[src/design/c2c_pkg.sv]
// shared types, constants and datapath commands for the coordinate-to-csr store
package c2c_pkg;

  localparam int MAX_NZ   = 1024;
  localparam int NZ_AW    = $clog2(MAX_NZ);
  localparam int CNT_W    = NZ_AW + 1;
  localparam int MAX_ROWS = 256;
  localparam int MAX_COLS = 256;
  localparam int RS_AW    = $clog2(MAX_ROWS + 1);
  localparam int ROW_W    = 8;
  localparam int COL_W    = 8;
  localparam int VAL_W    = 64;
  localparam int CFG_W    = 9;
  localparam int CFG_IW   = 1;

  localparam logic [2:0] MODE_CLEAR    = 3'd0;
  localparam logic [2:0] MODE_LOAD     = 3'd1;
  localparam logic [2:0] MODE_BUILD    = 3'd2;
  localparam logic [2:0] MODE_RD_ENTRY = 3'd3;
  localparam logic [2:0] MODE_RD_PTR   = 3'd4;
  localparam logic [2:0] MODE_LOOKUP   = 3'd5;

  localparam logic [1:0] ST_OK        = 2'd0;
  localparam logic [1:0] ST_RANGE     = 2'd1;
  localparam logic [1:0] ST_FULL      = 2'd2;
  localparam logic [1:0] ST_NOT_BUILT = 2'd3;

  localparam logic [CFG_IW-1:0] REG_NUM_ROWS = 1'd0;
  localparam logic [CFG_IW-1:0] REG_NUM_COLS = 1'd1;

  typedef struct packed {
    logic [2:0]       mode;
    logic [ROW_W-1:0] row;
    logic [COL_W-1:0] column;
    logic [VAL_W-1:0] value;
    logic [CNT_W-1:0] index;
  } in_t;

  typedef struct packed {
    logic [1:0]       status;
    logic [VAL_W-1:0] data_value;
    logic [ROW_W-1:0] entry_row;
    logic [COL_W-1:0] entry_column;
    logic [CNT_W-1:0] row_offset;
    logic             found;
    logic [CNT_W-1:0] entry_count;
  } out_t;

  typedef enum logic [4:0] {
    OP_NONE, OP_TAKE, OP_FINISH, OP_RD_ENTRY, OP_RD_PTR, OP_EMIT_READ,
    OP_LK_START, OP_LK_END, OP_LK_BOUND, OP_LK_READ, OP_LK_NEXT, OP_LK_HIT, OP_LK_MISS,
    OP_BLD_START, OP_BC_CLR, OP_CNT_CHK, OP_CNT_WR, OP_BLD_FAIL,
    OP_PFX_WR, OP_PFX_END, OP_SCT_CUR, OP_SCT_WR, OP_BLD_DONE
  } dp_op_t;

  typedef struct packed {
    logic [2:0] mode;
    logic       pre_ok;
    logic       out_busy;
    logic       k_done;
    logic       r_done;
    logic       err;
    logic       lk_more;
    logic       lk_hit;
  } dp_flags_t;

endpackage

[src/design/c2c_ctrl.sv]
// sequencer for clear, load, read, lookup and the build passes (count clear, count, prefix sum, scatter)
module c2c_ctrl import c2c_pkg::*; (
  input  logic      clk,
  input  logic      rst_n,
  input  logic      in_valid,
  output logic      in_stall,
  input  dp_flags_t flags,
  output dp_op_t    op
);

  typedef enum logic [3:0] {
    S_IDLE, S_EXEC, S_EMIT, S_LK_A, S_LK_B, S_LK_RD, S_LK_CMP,
    S_CLR, S_CNT_RD, S_CNT_CHK, S_CNT_WR, S_PFX_RD, S_PFX_WR,
    S_SCT_RD, S_SCT_CUR, S_SCT_WR
  } state_t;

  state_t state_r, state_nxt;

  assign in_stall = (state_r != S_IDLE);

  always_comb begin
    state_nxt = state_r;
    op        = OP_NONE;
    unique case (state_r)
      S_IDLE: begin
        if (in_valid) begin
          op        = OP_TAKE;
          state_nxt = S_EXEC;
        end
      end
      S_EXEC: begin
        if (!flags.out_busy) begin
          if (flags.mode == MODE_BUILD) begin
            op        = OP_BLD_START;
            state_nxt = S_CLR;
          end else if (flags.pre_ok && flags.mode == MODE_LOOKUP) begin
            op        = OP_LK_START;
            state_nxt = S_LK_A;
          end else if (flags.pre_ok && flags.mode == MODE_RD_ENTRY) begin
            op        = OP_RD_ENTRY;
            state_nxt = S_EMIT;
          end else if (flags.pre_ok && flags.mode == MODE_RD_PTR) begin
            op        = OP_RD_PTR;
            state_nxt = S_EMIT;
          end else begin
            op        = OP_FINISH;
            state_nxt = S_IDLE;
          end
        end
      end
      S_EMIT: begin
        op        = OP_EMIT_READ;
        state_nxt = S_IDLE;
      end
      S_LK_A: begin
        op        = OP_LK_END;
        state_nxt = S_LK_B;
      end
      S_LK_B: begin
        op        = OP_LK_BOUND;
        state_nxt = S_LK_RD;
      end
      S_LK_RD: begin
        if (flags.lk_more) begin
          op        = OP_LK_READ;
          state_nxt = S_LK_CMP;
        end else begin
          op        = OP_LK_MISS;
          state_nxt = S_IDLE;
        end
      end
      S_LK_CMP: begin
        if (flags.lk_hit) begin
          op        = OP_LK_HIT;
          state_nxt = S_IDLE;
        end else begin
          op        = OP_LK_NEXT;
          state_nxt = S_LK_RD;
        end
      end
      S_CLR: begin
        op = OP_BC_CLR;
        if (flags.r_done) state_nxt = S_CNT_RD;
      end
      S_CNT_RD: begin
        if (flags.k_done) begin
          if (flags.err) begin
            op        = OP_BLD_FAIL;
            state_nxt = S_IDLE;
          end else begin
            state_nxt = S_PFX_RD;
          end
        end else begin
          state_nxt = S_CNT_CHK;
        end
      end
      S_CNT_CHK: begin
        op        = OP_CNT_CHK;
        state_nxt = S_CNT_WR;
      end
      S_CNT_WR: begin
        op        = OP_CNT_WR;
        state_nxt = S_CNT_RD;
      end
      S_PFX_RD: begin
        if (flags.r_done) begin
          op        = OP_PFX_END;
          state_nxt = S_SCT_RD;
        end else begin
          state_nxt = S_PFX_WR;
        end
      end
      S_PFX_WR: begin
        op        = OP_PFX_WR;
        state_nxt = S_PFX_RD;
      end
      S_SCT_RD: begin
        if (flags.k_done) begin
          op        = OP_BLD_DONE;
          state_nxt = S_IDLE;
        end else begin
          state_nxt = S_SCT_CUR;
        end
      end
      S_SCT_CUR: begin
        op        = OP_SCT_CUR;
        state_nxt = S_SCT_WR;
      end
      S_SCT_WR: begin
        op        = OP_SCT_WR;
        state_nxt = S_SCT_RD;
      end
      default: state_nxt = S_IDLE;
    endcase
  end

  always_ff @(posedge clk) begin
    if (!rst_n) begin
      state_r <= S_IDLE;
    end else begin
      state_r <= state_nxt;
    end
  end

endmodule

[config.mk]
export PLATFORM = sky130hd
export DESIGN_NAME = c2c_ctrl
export DESIGN_NICKNAME = d
export VERILOG_FILES = /design/src/design/c2c_pkg.sv /design/src/design/c2c_ctrl.sv
export SDC_FILE = /design/constraint.sdc
export NUM_CORES = 1
export LEC_CHECK = 0
export BUFFER_PORTS_ARGS = -buffer_cell sky130_fd_sc_hd__buf_2
export CAP_MARGIN = 20
export CORE_AREA = 8 8 45 47
export CTS_CLUSTER_SIZE = 12
export DETAILED_ROUTE_END_ITERATION = 8
export DIE_AREA = 0 0 53 55
export GPL_ROUTABILITY_DRIVEN = 0
export PLACE_DENSITY_LB_ADDON = 0.3
export SLEW_MARGIN = 15
export SYNTH_ARGS = -nofsm -noshare
export SYNTH_HDL_FRONTEND = slang
export SYNTH_SLANG_ARGS = --single-unit
[constraint.sdc]
create_clock -name clk -period 4.4 [get_ports clk]
set_clock_uncertainty 0.05 [all_clocks]
set_input_delay 0.88 -clock clk [delete_from_list [all_inputs] [get_ports clk]]
set_output_delay 0.88 -clock clk [all_outputs]
set_load 0.1 [all_outputs]
==> flow_metrics.py <==
metrics = {
    "status": {
        "status": "finished clean",
    },
    "cts": {
        "cts_tree": "yes",
        "cts_setup_buffers": 0,
        "cts-buffers-inserted": 3,
        "cts_root_buffer": "clkbuf_4",
        "cts.sinks": 4,
        "clock_latency_ns": 0.23,
        "postCtsHoldBufs": 0,
        "cts.htree.levels": 1,
        "cts_buffer_depth": 2,
        "cts_resized": 0,
        "cts.clk_slew.worst_paths_ns": 0.03,
    },
    "synthesis": {
        "synth-seq-cells": 4,
        "syn_inst": 98,
        "synth.area.top_cells": "dfxtp_1 (13%), a21oi_1 (10%), o21ai_0 (5.5%)",
        "ys.flop_type": "dfxtp_1",
        "synth-seq-area-share_pct": 12.5,
        "synth_edf_count": 0,
        "synth.net_count": 111,
        "yosys_warnings": 0,
        "synth_cell_type_count": 40,
        "ys_async_sr_fraction_pct": 0,
        "synth_top_area_cell": "dfxtp_1",
        "synth.cell_area_um2": 638,
        "synth_area_per_cell_um2": 6.51,
        "yosys.area.top_type_share_pct": 12.5,
    },
    "die": {
        "die_area_um2": 2920,
        "io_pins": 19,
        "design.core.area_um2": 1380,
        "die_x_um": 53,
        "start_util_pct": 46.1,
        "std_cell_rows": 14,
        "fp.dieH_um": 55,
    },
    "detailed_routing": {
        "drc": 0,
        "ant_nets": 0,
        "viasPerCell": 6.17,
        "drtIter0Drc": 30,
        "post_drt_wl_per_cell_um": 14.1,
        "drtPass1Iterations": 4,
        "totalWireLength_um": 1810,
        "num_vias": 790,
    },
    "placed_design": {
        "hpwl_um": 1330,
        "portBuffers": 18,
        "dpl.cell_count": 125,
    },
    "grt": {
        "antenna_found_initial": 0,
        "grt_start_max_net_pins": 26,
        "grt_pass1_vias": 728,
        "grt-ovfl-total": 0,
        "grt_first_pass_wirelength_um": 3030,
        "grt_use_total_pct": 13.2,
    },
    "finish": {
        "syn_to_final_growth_pct": 15.9,
        "nets": 127,
        "fin_cells": 128,
        "diodes": 0,
        "drive_gt1_share_pct": 23.2,
        "fill_cells": 139,
        "largest_reg_flops": 4,
        "reg_top3": "state_r: 4 flops",
        "top_register": "state_r",
    },
    "sta": {
        "fin_tns_setup_ns": 0,
        "max_freq_mhz": 310,
        "setup_viol": 0,
        "min_period_over_period_pct": 73.2,
        "finalCriticalPeriod_ns": 3.22,
        "slew_viol_final": 0,
        "tightest_slew_ns": 0.756,
        "rsz0062_at_grt": "no",
        "finalHoldViolations": 0,
        "max_slew_margin_pct": 49.5,
    },
    "setup_path": {
        "crit_path_start_kind": "register",
        "worstPathRequired_ns": 3.47,
        "cp_cell_sequence": "nand2b_2 > or3_1 > nand2b_1 > a41oi_2 > buf_2",
        "crit_path_end_kind": "primary output",
        "slowest_delay_ns": 0.67,
        "path_buf_inv": 1,
        "cp_top_family": "simple AND/OR/NAND/NOR gates",
        "reg2reg_from": "state_r[2]",
        "critPathKind": "reg -> out",
        "critPathSlowestCell": "dfxtp_1",
        "timing.critical_path.arrival_ns": 2.29,
        "crit_fanout": 17,
        "critPathLaunch": "state_r[0]",
    },
    "pwr": {
        "switching_power_w": 0.0000640,
        "cellLeakagePower_nw": 0.302,
        "ir_drop_v": 0.000160,
        "pwr-share-comb_pct": 42.9,
        "power.total_w": 0.000151,
        "pwr-share-seq_pct": 28.5,
        "intPower_w": 0.0000870,
        "p_clk_share_pct": 28.6,
        "p_sw_share_pct": 42.4,
        "power_density_nw_per_um2": 204,
    },
    "min_path": {
        "worst_hold_path_type": "reg -> reg",
        "hp-start": "state_r[0]",
    },
    "flow_run": {
        "max_cap_violations": 0,
    },
}
power groups by stage:
stage	sequential, W	combinational (W)	clock [W]
after floorplan	0.0000398	0.0000518	0
after global placement	0.0000432	0.0000643	0
after detailed placement	0.0000434	0.0000644	0
after CTS	0.0000428	0.0000647	0.0000468
after global routing	0.0000435	0.0000692	0.0000485
final	0.0000430	0.0000648	0.0000432
layout make-up:
class	instances	area (um^2)	area share, %
multi-input combinational	83	512	69.2
timing repair buffer	18	90.1	12.2
sequential	4	80.1	10.8
tap	16	20.0	2.71
inverter	4	15.0	2.03
clock buffer	3	22.5	3.05
cells by family after synthesis:
family                 after synthesis  synth area share (%)
flip-flops                           4                  12.5
buffers and inverters               11                  8.04
AND/OR/NAND/NOR                     44                  38.6
XOR/XNOR                             1                  1.37
AO/OA/AOI/OAI                       38                  39.4
cell usage after synthesis (2+ instances only):
cell type / instances
nor2b_1: 2
nor2_1: 8
or3_1: 3
and3_1: 2
o31ai_1: 2
nand2_1: 5
o22ai_1: 2
dfxtp_1: 4
nor3b_1: 2
nand2b_1: 5
inv_1: 4
o211ai_1: 2
nand3_1: 4
nor3_1: 5
o21ai_0: 7
buf_2: 5
a21oi_1: 13
worst min-delay path, cell delays in order (launching register included):
cell and delay, ns:
dfxtp_1 0.48, nand4_1 0.15, o211ai_1 0.08
final timing paths:
check	to	slack, ns	cells past startpoint
setup / recovery	op[0]	1.18	5
hold / removal	state_r[0]	0.72	2
setup reg to reg	state_r[0]	2.40	4
hold reg to reg	state_r[0]	0.72	2
cell usage in the layout (no fill, tap or decap), types with 2 or more instances in the layout:
cell      count
nand3_1       4
and3_1        2
buf_2        18
nor3b_1       2
o21ai_0       7
inv_1         4
dfxtp_1       4
nor2b_1       2
nand2_1       5
nand2b_1      5
o211ai_1      2
nor3_1        5
clkbuf_4      3
nor2_1        8
or3_1         3
o22ai_1       2
a21oi_1      13
metal layers:
layer / wire length, um / up-vias / part of all wire [%] / GRT usage, %
met2: 890 / 39 / 49 / 23.0
met3: 127 / 2 / 7.0 / 1.60
met1: 771 / 347 / 43 / 14.8
met4: 15 / 0 / 0.83 / 8.19
li1: - / 402 / - / -
met5: 0 / - / 0 / 0
per-stage QoR:
| stage | instance area [um^2] | util (%) | setup WS [ns] | hold slack (ns) |
|---|---|---|---|---|
| after floorplan | 643 | - | 0.149 | 0.542 |
| after global placement | 717 | 51.8 | 1.31 | 0.703 |
| after detailed placement | 717 | 51.8 | 1.28 | 0.709 |
| after CTS | 739 | 53.4 | 1.18 | 0.716 |
| after global routing | 739 | 53.4 | 1.05 | 0.769 |
| final | 739 | 53.4 | 1.18 | 0.720 |
(Power assumes the default switching activity.)
